`src/rtl/ptts_pkg.sv`:
```
// Shared types and constants for the periodic task tick scheduler.
// No dependencies; every other rtl file refers to this package by scoped names.
package ptts_pkg;

    localparam int SLOT_W  = 3;
    localparam int TIME_W  = 32;
    localparam int STAT_W  = 2;
    localparam int MAX_SLOTS = 1 << SLOT_W;

    localparam logic MODE_TICK = 1'b0;
    localparam logic MODE_ADD  = 1'b1;

    localparam logic [STAT_W-1:0] STAT_OK        = 2'd0;
    localparam logic [STAT_W-1:0] STAT_NO_ACTION = 2'd1;
    localparam logic [STAT_W-1:0] STAT_OCCUPIED  = 2'd2;

    typedef enum logic [1:0] {
        S_IDLE,
        S_WALK,
        S_FLUSH
    } state_t;

    typedef struct packed {
        logic [STAT_W-1:0] status;
        logic              fired;
        logic [SLOT_W-1:0] task_res;
        logic              last;
    } rsp_word_t;

    typedef struct packed {
        logic              adv;
        logic              add_ok;
        logic [SLOT_W-1:0] slot;
        logic [TIME_W-1:0] period;
        logic [TIME_W-1:0] initial_wait;
    } cell_ctl_t;

    typedef struct packed {
        logic valid;
        logic hit;
    } cell_stat_t;

endpackage

```
`src/rtl/ptts_req_if.sv`:
```
// Request channel of the scheduler: valid/ready plus one input word.
// Depends on ptts_pkg for field widths.
interface ptts_req_if;
    logic                          valid;
    logic                          ready;
    logic                          mode;
    logic [ptts_pkg::SLOT_W-1:0]   slot;
    logic [ptts_pkg::TIME_W-1:0]   period;
    logic [ptts_pkg::TIME_W-1:0]   initial_wait;
    logic                          has_action;

    modport source (output valid, mode, slot, period, initial_wait, has_action,
                    input ready);
    modport sink   (input valid, mode, slot, period, initial_wait, has_action,
                    output ready);
endinterface

```
`src/rtl/ptts_rsp_if.sv`:
```
// Response channel of the scheduler: valid/ready plus one result word.
// Depends on ptts_pkg for field widths.
interface ptts_rsp_if;
    logic                          valid;
    logic                          ready;
    logic [ptts_pkg::STAT_W-1:0]   status;
    logic                          fired;
    logic [ptts_pkg::SLOT_W-1:0]   task_res;
    logic                          last;

    modport source (output valid, status, fired, task_res, last, input ready);
    modport sink   (input valid, status, fired, task_res, last, output ready);
endinterface

```
`src/rtl/periodic_task_tick_scheduler_core.sv`:
```
// Periodic task tick scheduler, top level: request/response control and the
// chain of slot cells. Depends on ptts_pkg, ptts_req_if, ptts_rsp_if, ptts_cell.
//
// Usage:
//   req carries one word per item: mode 1 adds a task to a slot, mode 0 is a
//   scheduler tick. rsp returns result words; the final word of an item has
//   last set.
//   An add gives one word (status ok, no action or occupied) in the cycle
//   after it is taken. A tick sends a token down the chain of NUM_TASKS cells, one
//   cell per cycle unless the walk pauses; each valid cell bumps its counter
//   and may fire. Fired slots come out in slot order, lowest first; if none
//   fire, one empty word with last set is sent. A tick walks the token
//   through every cell, then sends its last word; a stalled rsp can delay it.
//   One item is in work at a time; req.ready is low until the last word of
//   the current item is in the output register.
//   A stalled rsp holds its word; the walk pauses only when a second fired
//   slot is found while the output register is still full.
//   Reset clears all slots (no task registered, counters zero, wait phase).
module periodic_task_tick_scheduler_core #(
    parameter int NUM_TASKS = 8
) (
    input  logic         clk,
    input  logic         rst_n,
    ptts_req_if.sink     req,
    ptts_rsp_if.source   rsp
);

    localparam int IDX_W = (NUM_TASKS > 1) ? $clog2(NUM_TASKS) : 1;
    localparam int NSLOT = (NUM_TASKS < ptts_pkg::MAX_SLOTS) ? NUM_TASKS
                                                             : ptts_pkg::MAX_SLOTS;

    ptts_pkg::state_t      state_reg, state_next;
    logic [IDX_W-1:0]      idx_reg, idx_next;
    logic                  pend_valid_reg, pend_valid_next;
    logic [IDX_W-1:0]      pend_idx_reg, pend_idx_next;
    logic                  rsp_valid_reg, rsp_valid_next;
    ptts_pkg::rsp_word_t   rsp_word_reg, rsp_word_next;
    logic                  rsp_load;

    ptts_pkg::cell_ctl_t   ctl;
    ptts_pkg::cell_stat_t  stat [NUM_TASKS];
    logic [NUM_TASKS-1:0]  tok_vec;
    logic [NUM_TASKS-1:0]  hit_vec;
    logic [NUM_TASKS-1:0]  valid_vec;

    logic                  out_free;
    logic                  acc;
    logic                  start;
    logic                  hit_any;
    logic                  stall;
    logic                  walk_adv;
    logic                  last_pos;
    logic                  slot_free;
    logic [ptts_pkg::STAT_W-1:0] add_status;

    // cell chain
    for (genvar i = 0; i < NUM_TASKS; i++)
    begin : g_cell
        logic tok_in;
        if (i == 0)
        begin : g_head
            assign tok_in = start;
        end
        else
        begin : g_link
            assign tok_in = tok_vec[i-1];
        end

        ptts_cell #(.IDX(i)) u_cell (
            .clk     (clk),
            .rst_n   (rst_n),
            .ctl     (ctl),
            .tok_in  (tok_in),
            .tok_out (tok_vec[i]),
            .stat    (stat[i])
        );

        assign hit_vec[i]   = stat[i].hit;
        assign valid_vec[i] = stat[i].valid;
    end

    always_comb
    begin
        slot_free = 1'b0;
        for (int i = 0; i < NSLOT; i++)
        begin
            if ((req.slot == ptts_pkg::SLOT_W'(i)) && !valid_vec[i])
            begin
                slot_free = 1'b1;
            end
        end
    end

    always_comb
    begin
        priority if (!req.has_action)
        begin
            add_status = ptts_pkg::STAT_NO_ACTION;
        end
        else if (!slot_free)
        begin
            add_status = ptts_pkg::STAT_OCCUPIED;
        end
        else
        begin
            add_status = ptts_pkg::STAT_OK;
        end
    end

    assign out_free  = !rsp_valid_reg || rsp.ready;
    assign req.ready = (state_reg == ptts_pkg::S_IDLE) && out_free;
    assign acc       = req.valid && req.ready;
    assign start     = acc && (req.mode == ptts_pkg::MODE_TICK);
    assign hit_any   = |hit_vec;
    assign stall     = hit_any && pend_valid_reg && !out_free;
    assign walk_adv  = (state_reg == ptts_pkg::S_WALK) && !stall;
    assign last_pos  = (idx_reg == IDX_W'(NUM_TASKS - 1));

    assign ctl.adv          = start || walk_adv;
    assign ctl.add_ok       = acc && (req.mode == ptts_pkg::MODE_ADD)
                              && (add_status == ptts_pkg::STAT_OK);
    assign ctl.slot         = req.slot;
    assign ctl.period       = req.period;
    assign ctl.initial_wait = req.initial_wait;

    // next state
    always_comb
    begin
        state_next = state_reg;
        unique case (state_reg)
            ptts_pkg::S_IDLE:
            begin
                if (start)
                begin
                    state_next = ptts_pkg::S_WALK;
                end
            end
            ptts_pkg::S_WALK:
            begin
                if (walk_adv && last_pos)
                begin
                    state_next = ptts_pkg::S_FLUSH;
                end
            end
            ptts_pkg::S_FLUSH:
            begin
                if (out_free)
                begin
                    state_next = ptts_pkg::S_IDLE;
                end
            end
            default:
            begin
                state_next = ptts_pkg::S_IDLE;
            end
        endcase
    end

    // datapath and outputs
    always_comb
    begin
        idx_next        = idx_reg;
        pend_valid_next = pend_valid_reg;
        pend_idx_next   = pend_idx_reg;
        rsp_load        = 1'b0;
        rsp_word_next   = rsp_word_reg;
        unique case (state_reg)
            ptts_pkg::S_IDLE:
            begin
                idx_next = '0;
                if (acc && (req.mode == ptts_pkg::MODE_ADD))
                begin
                    rsp_load               = 1'b1;
                    rsp_word_next.status   = add_status;
                    rsp_word_next.fired    = 1'b0;
                    rsp_word_next.task_res = '0;
                    rsp_word_next.last     = 1'b1;
                end
            end
            ptts_pkg::S_WALK:
            begin
                if (walk_adv)
                begin
                    idx_next = idx_reg + IDX_W'(1);
                    if (hit_any)
                    begin
                        pend_valid_next = 1'b1;
                        pend_idx_next   = idx_reg;
                        if (pend_valid_reg)
                        begin
                            rsp_load               = 1'b1;
                            rsp_word_next.status   = ptts_pkg::STAT_OK;
                            rsp_word_next.fired    = 1'b1;
                            rsp_word_next.task_res = ptts_pkg::SLOT_W'(pend_idx_reg);
                            rsp_word_next.last     = 1'b0;
                        end
                    end
                end
            end
            ptts_pkg::S_FLUSH:
            begin
                if (out_free)
                begin
                    rsp_load               = 1'b1;
                    rsp_word_next.status   = ptts_pkg::STAT_OK;
                    rsp_word_next.fired    = pend_valid_reg;
                    rsp_word_next.task_res = pend_valid_reg
                                             ? ptts_pkg::SLOT_W'(pend_idx_reg) : '0;
                    rsp_word_next.last     = 1'b1;
                    pend_valid_next        = 1'b0;
                end
            end
            default:
            begin
                pend_valid_next = 1'b0;
            end
        endcase
    end

    always_comb
    begin
        if (rsp_load)
        begin
            rsp_valid_next = 1'b1;
        end
        else if (rsp.ready)
        begin
            rsp_valid_next = 1'b0;
        end
        else
        begin
            rsp_valid_next = rsp_valid_reg;
        end
    end

    always_ff @(posedge clk or negedge rst_n)
    begin
        if (!rst_n)
        begin
            state_reg      <= ptts_pkg::S_IDLE;
            idx_reg        <= '0;
            pend_valid_reg <= 1'b0;
            rsp_valid_reg  <= 1'b0;
        end
        else
        begin
            state_reg      <= state_next;
            idx_reg        <= idx_next;
            pend_valid_reg <= pend_valid_next;
            rsp_valid_reg  <= rsp_valid_next;
        end
    end

    always_ff @(posedge clk)
    begin
        pend_idx_reg <= pend_idx_next;
        if (rsp_load)
        begin
            rsp_word_reg <= rsp_word_next;
        end
    end

    assign rsp.valid    = rsp_valid_reg;
    assign rsp.status   = rsp_word_reg.status;
    assign rsp.fired    = rsp_word_reg.fired;
    assign rsp.task_res = rsp_word_reg.task_res;
    assign rsp.last     = rsp_word_reg.last;

    // checks
    a_one_token: assert property (@(posedge clk) disable iff (!rst_n)
        $onehot0(tok_vec))
        else $error("more than one cell holds the walk token");

    a_hit_in_walk: assert property (@(posedge clk) disable iff (!rst_n)
        hit_any |-> (state_reg == ptts_pkg::S_WALK))
        else $error("slot fired outside a tick walk");

    a_idle_no_pend: assert property (@(posedge clk) disable iff (!rst_n)
        (state_reg == ptts_pkg::S_IDLE) |-> !pend_valid_reg)
        else $error("fired word left pending after a tick");

    a_flush_done: assert property (@(posedge clk) disable iff (!rst_n)
        ((state_reg == ptts_pkg::S_FLUSH) && out_free) |=> (rsp.valid && rsp.last))
        else $error("tick ended without a last word");

endmodule

```
`src/rtl/ptts_cell.sv`:
```
// One task slot of the scheduler chain: holds period, wait, phase and counter,
// and passes the walk token to its neighbor. Depends on ptts_pkg.
module ptts_cell #(
    parameter int IDX = 0
) (
    input  logic                  clk,
    input  logic                  rst_n,
    input  ptts_pkg::cell_ctl_t   ctl,
    input  logic                  tok_in,
    output logic                  tok_out,
    output ptts_pkg::cell_stat_t  stat
);

    logic                          tok_reg;
    logic                          valid_reg;
    logic                          running_reg;
    logic [ptts_pkg::TIME_W-1:0]   count_reg;
    logic [ptts_pkg::TIME_W-1:0]   period_reg;
    logic [ptts_pkg::TIME_W-1:0]   wait_reg;

    logic [ptts_pkg::TIME_W-1:0]   cnt_inc;
    logic [ptts_pkg::TIME_W-1:0]   limit;
    logic                          hit;
    logic                          wr;

    assign cnt_inc = count_reg + ptts_pkg::TIME_W'(1);
    assign limit   = running_reg ? period_reg : wait_reg;
    assign hit     = tok_reg && valid_reg && (cnt_inc >= limit);
    assign wr      = (IDX < ptts_pkg::MAX_SLOTS) && ctl.add_ok
                     && (ctl.slot == ptts_pkg::SLOT_W'(IDX));

    always_ff @(posedge clk or negedge rst_n)
    begin
        if (!rst_n)
        begin
            tok_reg     <= 1'b0;
            valid_reg   <= 1'b0;
            running_reg <= 1'b0;
            count_reg   <= '0;
        end
        else
        begin
            if (wr)
            begin
                valid_reg <= 1'b1;
            end
            if (ctl.adv)
            begin
                tok_reg <= tok_in;
                if (tok_reg && valid_reg)
                begin
                    count_reg <= hit ? '0 : cnt_inc;
                    if (hit)
                    begin
                        running_reg <= 1'b1;
                    end
                end
            end
        end
    end

    always_ff @(posedge clk)
    begin
        if (wr)
        begin
            period_reg <= ctl.period;
            wait_reg   <= ctl.initial_wait;
        end
    end

    assign tok_out    = tok_reg;
    assign stat.valid = valid_reg;
    assign stat.hit   = hit;

endmodule
```
`src/flat_wrapper.sv`:
```
// flat-port wrapper written by rule: the top's interface ports become plain ports
module periodic_task_tick_scheduler_core_flat 
#(
    parameter int NUM_TASKS = 8
)
  (clk, rst_n, req_valid, req_mode, req_slot, req_period, req_initial_wait, req_has_action, req_ready, rsp_valid, rsp_status, rsp_fired, rsp_task_res, rsp_last, rsp_ready);
  ptts_req_if req_i ();
  ptts_rsp_if rsp_i ();
  input  logic clk;
  input  logic rst_n;
  input wire logic [$bits(req_i.valid)-1:0] req_valid;
  input wire logic [$bits(req_i.mode)-1:0] req_mode;
  input wire logic [$bits(req_i.slot)-1:0] req_slot;
  input wire logic [$bits(req_i.period)-1:0] req_period;
  input wire logic [$bits(req_i.initial_wait)-1:0] req_initial_wait;
  input wire logic [$bits(req_i.has_action)-1:0] req_has_action;
  output wire logic [$bits(req_i.ready)-1:0] req_ready;
  output wire logic [$bits(rsp_i.valid)-1:0] rsp_valid;
  output wire logic [$bits(rsp_i.status)-1:0] rsp_status;
  output wire logic [$bits(rsp_i.fired)-1:0] rsp_fired;
  output wire logic [$bits(rsp_i.task_res)-1:0] rsp_task_res;
  output wire logic [$bits(rsp_i.last)-1:0] rsp_last;
  input wire logic [$bits(rsp_i.ready)-1:0] rsp_ready;
  assign req_i.valid = req_valid;
  assign req_i.mode = req_mode;
  assign req_i.slot = req_slot;
  assign req_i.period = req_period;
  assign req_i.initial_wait = req_initial_wait;
  assign req_i.has_action = req_has_action;
  assign req_ready = req_i.ready;
  assign rsp_valid = rsp_i.valid;
  assign rsp_status = rsp_i.status;
  assign rsp_fired = rsp_i.fired;
  assign rsp_task_res = rsp_i.task_res;
  assign rsp_last = rsp_i.last;
  assign rsp_i.ready = rsp_ready;
  periodic_task_tick_scheduler_core #(.NUM_TASKS(NUM_TASKS)) u_core (.clk(clk), .rst_n(rst_n), .req(req_i), .rsp(rsp_i));
endmodule
```
`config.mk`:
```
export PLATFORM = sky130hd
export DESIGN_NAME = periodic_task_tick_scheduler_core_flat
export DESIGN_NICKNAME = d
export VERILOG_FILES = /design/src/rtl/ptts_pkg.sv /design/src/rtl/ptts_req_if.sv /design/src/rtl/ptts_rsp_if.sv /design/src/rtl/periodic_task_tick_scheduler_core.sv /design/src/rtl/ptts_cell.sv /design/src/flat_wrapper.sv
export SDC_FILE = /design/constraint.sdc
export NUM_CORES = 1
export LEC_CHECK = 0
export BUFFER_PORTS_ARGS = -buffer_cell sky130_fd_sc_hd__buf_2
export CAP_MARGIN = 30
export CELL_PAD_IN_SITES_DETAIL_PLACEMENT = 0
export CELL_PAD_IN_SITES_GLOBAL_PLACEMENT = 1
export CORE_MARGIN = 5
export CORE_UTILIZATION = 30
export DETAILED_ROUTE_END_ITERATION = 8
export PLACE_DENSITY_LB_ADDON = 0.25
export SKIP_CTS_REPAIR_TIMING = 1
export SYNTH_ARGS = -nofsm -noshare
export SYNTH_HDL_FRONTEND = slang
export SYNTH_SLANG_ARGS = --single-unit
```
`constraint.sdc`:
```
create_clock -name clk -period 6.7 [get_ports clk]
set_clock_uncertainty 0.2 [all_clocks]
set_input_delay 1.34 -clock clk [delete_from_list [all_inputs] [get_ports clk]]
set_output_delay 1.34 -clock clk [all_outputs]
set_load 0.02 [all_outputs]
```
# After elaboration in Yosys (flattened, before gate mapping)
# Cells that the tools add are included.
dict set report classes {
  n_addsub 9
  n_bitwise 2
  eq_ne 17
  n_mux 51
  order_cmp 8
  n_reduce_logical 82
}
# operator n
set op_table {}
lappend op_table {{$mux 32} 16}
lappend op_table {{$add 32x1->32 const B} 8}
lappend op_table {{$ge 32x32->1} 8}
lappend op_table {{$logic_and 1x1->1} 41}
lappend op_table {{$mux 7} 5}
lappend op_table {{$reduce_and 3->1} 10}
lappend op_table {{$pmux 7 s3} 1}
lappend op_table {{$mux 1} 18}
lappend op_table {{$reduce_and 2->1} 9}
lappend op_table {{$eq 3x3->1 const B} 5}
lappend op_table {{$logic_not 1->1} 11}
lappend op_table {{$mux 2} 5}
lappend op_table {{$ne 2x1->1 const B} 4}
lappend op_table {{$reduce_or 8->1} 1}
lappend op_table {{$reduce_and 7->1} 1}
lappend op_table {{$eq 3x2->1 const B} 2}
lappend op_table {{$mux 3} 2}
lappend op_table {{$ne 2x2->1 const B} 3}
lappend op_table {{$pmux 1 s3} 2}
lappend op_table {{$pmux 2 s3} 1}
lappend op_table {{$pmux 3 s2} 1}
lappend op_table {{$logic_not 2->1} 2}
lappend op_table {{$reduce_and 4->1} 1}
lappend op_table {{$reduce_bool 2->1} 2}
lappend op_table {{other kinds (8)} 10}
dict set report word_totals {
  inputBits 73
  wordCells 226
  output_inout_bits 9
  regBits 809
}

# Depth between registers and ports, before layout
dict set report logic_depth {
  depth_word 15
  ltp_mapped 25
  depth_no_buf 20
}

# Hierarchy
# A second synthesis with hierarchy kept.
dict set report hier_totals {
  cells_unflattened 3467
  hier_area_um2 41735.0
}
# mod area_each_um2 instances cells_per_inst seq_area_each_um2
set modules_own_cells {}
lappend modules_own_cells {{ptts_cell (u_core.g_cell[3].u_cell ...)} 5084.9 3 414 2797.7}
lappend modules_own_cells {{ptts_cell (u_core.g_cell[1].u_cell ...)} 5109.9 2 430 2797.7}
lappend modules_own_cells {{ptts_cell (u_core.g_cell[0].u_cell)} 5127.4 1 430 2797.7}
lappend modules_own_cells {{ptts_cell (u_core.g_cell[7].u_cell)} 5093.6 1 423 2797.7}
lappend modules_own_cells {{ptts_cell (u_core.g_cell[4].u_cell)} 5059.9 1 431 2797.7}
lappend modules_own_cells {periodic_task_tick_scheduler_core 979.7 1 81 475.5}

# Worst setup path before layout
# Ideal clock, no wire load.
dict set report synth_timing {
  kind {input to register}
  from {in req_slot[2]}
  to {reg u_core.g_cell[4].u_cell.valid_reg}
  setup_ns 0.092
  required_ns 6.408
  n_path_buf 1
  slack_ns -0.970
  arrival_time_ns 7.378
  path_stages 8
  path_cell_list {clkbuf_1 > mux2_2 > o22ai_1 > a21oi_1 > nor3_1 > nand2_1 > nor3_1 > or2_2}
}
dict set report synth_via {
  elab_chain_len 15
  word_cells_on_any_way 29
  cone_classes {eq/ne: 7; mux: 10; reduce/logical: 12}
}
# element line_no
set synth_lines {}
lappend synth_lines {{start, declared} flat_wrapper.sv:13} ;# input wire logic [$bits(req_i.slot)-1:0] req_slot;
lappend synth_lines {{$logic_not 3->1} periodic_task_tick_scheduler_core.sv:87} ;# if ((req.slot == ptts_pkg::SLOT_W'(i)) && !valid_vec[i])
lappend synth_lines {{$logic_and 1x1->1} periodic_task_tick_scheduler_core.sv:87}
lappend synth_lines {{$mux 1 (8 in a row)} periodic_task_tick_scheduler_core.sv:87}
lappend synth_lines {{$mux 2} periodic_task_tick_scheduler_core.sv:100} ;# else if (!slot_free)
lappend synth_lines {{$mux 2} periodic_task_tick_scheduler_core.sv:96} ;# priority if (!req.has_action)
lappend synth_lines {{$logic_not 2->1} periodic_task_tick_scheduler_core.sv:121} ;# && (add_status == ptts_pkg::STAT_OK);
lappend synth_lines {{$logic_and 1x1->1} periodic_task_tick_scheduler_core.sv:121}
lappend synth_lines {{$logic_and 1x1->1 (*)} ptts_cell.sv:30} ;# && (ctl.slot == ptts_pkg::SLOT_W'(IDX));
lappend synth_lines {{net u_core.g_cell[4].u_cell.wr} ptts_cell.sv:24} ;# logic wr;
lappend synth_lines {{end signal, assigned} ptts_cell.sv:37} ;# valid_reg <= 1'b0;
lappend synth_lines {{end signal, assigned} ptts_cell.sv:45} ;# valid_reg <= 1'b1;
lappend synth_lines {{end, declared} ptts_cell.sv:15} ;# logic valid_reg;
# The timed path passes the listed nets; every way through them passes the cells marked *.
# A chain may end at the register's enable or synchronous reset.

# Final worst setup path
dict set report layout_timing {
  from {reg u_core.g_cell[4].u_cell.count_reg[0] (netlist bit)}
  to {reg u_core.g_cell[7].u_cell.count_reg[16] (netlist bit)}
}
dict set report layout_via {
  elab_chain_len 10
}
# element line_no
set layout_lines {}
lappend layout_lines {{start, declared} ptts_cell.sv:17} ;# logic [ptts_pkg::TIME_W-1:0] count_reg;
lappend layout_lines {{start signal, assigned} ptts_cell.sv:52} ;# count_reg <= hit ? '0 : cnt_inc;
lappend layout_lines {{$add 32x1->32} ptts_cell.sv:26} ;# assign cnt_inc = count_reg + ptts_pkg::TIME_W'(1);
lappend layout_lines {{$ge 32x32->1} ptts_cell.sv:28} ;# assign hit = tok_reg && valid_reg && (cnt_inc >= limit);
lappend layout_lines {{$logic_and 1x1->1} ptts_cell.sv:28}
lappend layout_lines {{$reduce_or 8->1} periodic_task_tick_scheduler_core.sv:114} ;# assign hit_any = |hit_vec;
lappend layout_lines {{$logic_and 1x1->1 (2 in a row)} periodic_task_tick_scheduler_core.sv:115} ;# assign stall = hit_any && pend_valid_reg && !out_free;
lappend layout_lines {{$logic_not 1->1} periodic_task_tick_scheduler_core.sv:116} ;# assign walk_adv = (state_reg == ptts_pkg::S_WALK) && !stall;
lappend layout_lines {{$logic_and 1x1->1} periodic_task_tick_scheduler_core.sv:116}
lappend layout_lines {{$logic_or 1x1->1} periodic_task_tick_scheduler_core.sv:119} ;# assign ctl.adv = start || walk_adv;
lappend layout_lines {{$reduce_and 2->1 (no line)} -}
lappend layout_lines {{end signal, assigned} ptts_cell.sv:52}
lappend layout_lines {{end, declared} ptts_cell.sv:17}
# Every way passes these cells.

==> flow_summary.toml <==
[route]
detail_route.drc_violations = 0
drt-pass1-iter-count = 5
iter_0_drt_violations = 2461
postRouteWirelength_mm = 133
via_count = 28400
highest-signal-layer = "met5"
postRouteAntennaNets = 0
detail_route.wirelength.met1_mm = 58.0
routedWlPerCell_um = 24.2
vias_per_cell = 5.16
wl_met3_mm = 7.91
wl_met2_mm = 63.3

[sta]
final_hold_viol_count = 0
report.final.setup_viol = 0
worst_slew_pin_slew_ns = 0.922
totalNegativeSetupSlack_ns = 0
whs_ns = 0.303
final_max_slew_violation_count = 0
maxSlewHeadroom = 0.386
postLayoutSetupSlackWorst_ns = 0.343
period_needed_ns = 6.36
timing.final.crit_share = 0.949
fmax_ghz = 0.157
setup_repair_after_global_routing_missed_its_margin = "false"

[placed_design]
port_buffers = 81
globalplace.congestion = 0.800
placement.setup.worst_slack_ns = 0.0787
dp_hpwl_mm = 88.9

[synth]
syn-num-nets = 3858
ys.warnings.count = 0
synth_sequential_area_ratio = 0.553
synth_area_mm2 = 0.0413
yosys_register_bits = 809
postSynth.topFlopCell = "sky130_fd_sc_hd__edfxtp_1"
ys_async_sr_fraction = 0.355
synth.lib_cells_used.distinct = 75
post_synth_inst_count = 3514
synthesized_area_divided_by_synthesized_cell_count_um2 = 11.8
synth-edff-count = 522

[critical_path]
cp_num_buf_inv = 3
path_delay_family = "simple AND/OR/NAND/NOR gates"
critical-path-top-cell-by-count = "sky130_fd_sc_hd__or3_4"
critical_path.cell_chain = "ha_2 > and3_1 > nand3_1 > or3_1 > or3_1 > or3_4 > nor2_4 > nand3_1 > or2_2 > nand2_1 > ha_1 > nand4_1 > inv_1 > a221oi_1 > o221a_2 > a21oi_2 > or3_4 > o41a_2 > buf_12 > buf_4 > or3_4 > o31ai_1"
critPathMaxStageDelay_ns = 0.54
worstPathArrival_ns = 6.72
worstSetupEndpointType = "register"
critPathSlowestCell = "sky130_fd_sc_hd__o41a_2"
type_of_origin_of_the_critical_path = "register"
critPathMaxFanout = 41
critical_path_class = "reg2reg"
critPathRequiredTime_ns = 7.07

[clocking]
cts-root-to-sink-buffers = 3
numCtsBuffers = 94
cts_tree = "yes"
clk_transition_reported_paths_ns = 0.06
root_buf_cell = "sky130_fd_sc_hd__clkbuf_16"
cts.sink_count = 809
htree_num_levels = 3
clock_latency_ns = 0.68

[die]
dieHeight_um = 381
floorplan_die_area_mm2 = 0.145
core_area_mm2 = 0.137
boundaryPins = 82
horizontal_die_dimension_um = 381
rows = 136
floorplan.initialDensity = 0.301

[global_routing]
antenna_found_initial = 36
grt_util_overall = 0.179
grt_first_pass_wirelength_mm = 192
grt_pass1_vias = 27400
grt_remaining_overflow = 0
grt_start_max_net_pins = 120

[layout]
share_of_final_layout_standard_cells_stronger_than_drive_strength_1 = 0.115
layout.cells.most_common_list = "sky130_fd_sc_hd__edfxtp_1 (522), sky130_fd_sc_hd__o21ai_0 (437), sky130_fd_sc_hd__dfrtp_1 (279), sky130_fd_sc_hd__ha_1 (270), sky130_fd_sc_hd__nand2_1 (258)"
post-route-util = 0.346
final_common_cell = "sky130_fd_sc_hd__edfxtp_1"
layout-area-overhead-vs-synth_pct = 14.8
nets = 3965

[pwr]
netSwitchingPower_mw = 3.67
share_clk_of_total_power = 0.411
p_sw_frac = 0.286
p_int_mw = 9.15
power_density_mw_per_mm2 = 270
peak_supply_drop_mv = 0.251
design_power_total_mw = 12.8
share_comb_of_total_power = 0.143
leakage_nw = 18.1
sequential_power_share = 0.446

[run_status]
outcome = "finished, final reports clean"

[run]
timing.max_cap.violations = 0

[hold_path]
hold_path.class = "reg2reg"
[synthesized netlist by cell type, types with 6 or more instances]
master,instances,area (µm²)
sky130_fd_sc_hd__a32o_1,8,80.1
sky130_fd_sc_hd__buf_1,10,37.5
sky130_fd_sc_hd__ha_1,271,3390
sky130_fd_sc_hd__nand2b_1,58,363
sky130_fd_sc_hd__buf_2,18,90.1
sky130_fd_sc_hd__o21ai_0,438,2190
sky130_fd_sc_hd__or3_1,18,113
sky130_fd_sc_hd__mux2_2,16,180
sky130_fd_sc_hd__inv_1,66,248
sky130_fd_sc_hd__and4_1,28,245
sky130_fd_sc_hd__and3_1,61,382
sky130_fd_sc_hd__o31ai_1,92,691
sky130_fd_sc_hd__edfxtp_1,522,15700
sky130_fd_sc_hd__mux2i_1,249,2490
sky130_fd_sc_hd__a21oi_1,106,531
sky130_fd_sc_hd__nor3_1,26,130
sky130_fd_sc_hd__nand3_1,143,716
sky130_fd_sc_hd__nor2b_1,16,100
sky130_fd_sc_hd__nor4_1,7,43.8
sky130_fd_sc_hd__a21o_1,39,293
sky130_fd_sc_hd__xor2_1,89,780
sky130_fd_sc_hd__dfrtp_1,287,7180
sky130_fd_sc_hd__o41ai_1,12,105
sky130_fd_sc_hd__nand4_1,55,344
sky130_fd_sc_hd__xnor2_1,146,1280
sky130_fd_sc_hd__a211oi_1,8,60.1
sky130_fd_sc_hd__a31oi_1,12,75.1
sky130_fd_sc_hd__a31o_2,21,184
sky130_fd_sc_hd__clkbuf_1,130,488
sky130_fd_sc_hd__o21ai_1,6,30.0
sky130_fd_sc_hd__or2_2,22,138
sky130_fd_sc_hd__nand2_1,258,968
sky130_fd_sc_hd__o21a_1,19,143
sky130_fd_sc_hd__nor2_1,139,522
sky130_fd_sc_hd__and2_1,21,131
sky130_fd_sc_hd__a211o_1,9,78.8
sky130_fd_sc_hd__a221oi_1,17,149
sky130_fd_sc_hd__buf_6,6,67.6
[final cells by class]
class	instances	area [µm²]
diodes	3	7.51
clock buffers	121	2600
clock inverters	57	562
fillers	13700	89700
inverters	66	248
multi-input cells	2475	17700
flip-flops and latches	809	22900
well taps	1794	2240
repair buffers	175	1230
[worst reg2reg max path, stage by stage (launching register included)]
cell and delay [ns]:
sky130_fd_sc_hd__dfrtp_1 0.40, sky130_fd_sc_hd__ha_2 0.23, sky130_fd_sc_hd__and3_1 0.21, sky130_fd_sc_hd__nand3_1 0.10, sky130_fd_sc_hd__or3_1 0.38, sky130_fd_sc_hd__or3_1 0.39
sky130_fd_sc_hd__or3_4 0.43, sky130_fd_sc_hd__nor2_4 0.19, sky130_fd_sc_hd__nand3_1 0.11, sky130_fd_sc_hd__or2_2 0.30, sky130_fd_sc_hd__nand2_1 0.07, sky130_fd_sc_hd__ha_1 0.25
sky130_fd_sc_hd__nand4_1 0.14, sky130_fd_sc_hd__inv_1 0.06, sky130_fd_sc_hd__a221oi_1 0.32, sky130_fd_sc_hd__o221a_2 0.29, sky130_fd_sc_hd__a21oi_2 0.11, sky130_fd_sc_hd__or3_4 0.44
sky130_fd_sc_hd__o41a_2 0.54, sky130_fd_sc_hd__buf_12 0.21, sky130_fd_sc_hd__buf_4 0.25, sky130_fd_sc_hd__or3_4 0.41, sky130_fd_sc_hd__o31ai_1 0.21
[final timing paths]
kind | startpoint | end | slack (ns) | cells past startpoint
max in group asynchronous | rst_n | u_core.g_cell[0].u_cell.running_reg | 4.55 | 2
hold / removal | u_core.g_cell[1].u_cell.count_reg[31] | u_core.g_cell[1].u_cell.count_reg[31] | 0.30 | 1
setup / recovery | u_core.g_cell[4].u_cell.count_reg[0] | u_core.g_cell[7].u_cell.count_reg[16] | 0.34 | 22
min in group asynchronous | rst_n | u_core.g_cell[7].u_cell.count_reg[20] | 0.40 | 1
hold reg to reg | u_core.g_cell[1].u_cell.count_reg[31] | u_core.g_cell[1].u_cell.count_reg[31] | 0.30 | 1
setup reg to reg | u_core.g_cell[4].u_cell.count_reg[0] | u_core.g_cell[7].u_cell.count_reg[16] | 0.34 | 22
[routing by layer]
layer | track usage | vias up
li1 | - | 13400
met1 | 0.243 | 14200
met3 | 0.0300 | 171
met5 | 0 | -
met2 | 0.298 | 705
met4 | 0.0486 | 4
[power by group through the flow]
| stage | clock network [mW] | registers (mW) | logic, mW |
|---|---|---|---|
| finish | 5.27 | 5.71 | 1.83 |
| CTS | 5.42 | 5.71 | 1.85 |
| floorplan | 0 | 5.71 | 1.07 |
| global placement | 0 | 5.80 | 1.84 |
| global route | 5.62 | 5.73 | 2.02 |
| detailed placement | 0 | 5.81 | 1.85 |
[kinds of logic after synthesis]
| kind of cell | share of synthesized area |
|---|---|
| fa+ha+maj | 0.0820 |
| simple gates | 0.106 |
| flops | 0.553 |
| mux | 0.0646 |
| compound gates | 0.122 |
| buf+inv | 0.0225 |
| xor+xnor | 0.0498 |
[metrics by stage]
step | area, µm² | instances
3_5_place_dp | 44200 | 5316
2_1_floorplan | 41400 | 3514
6_report | 47400 | 5500
4_1_cts | 47400 | 5494
3_3_place_gp | 44200 | 5315
5_1_grt | 47400 | 5497
(Power assumes the default switching activity.)
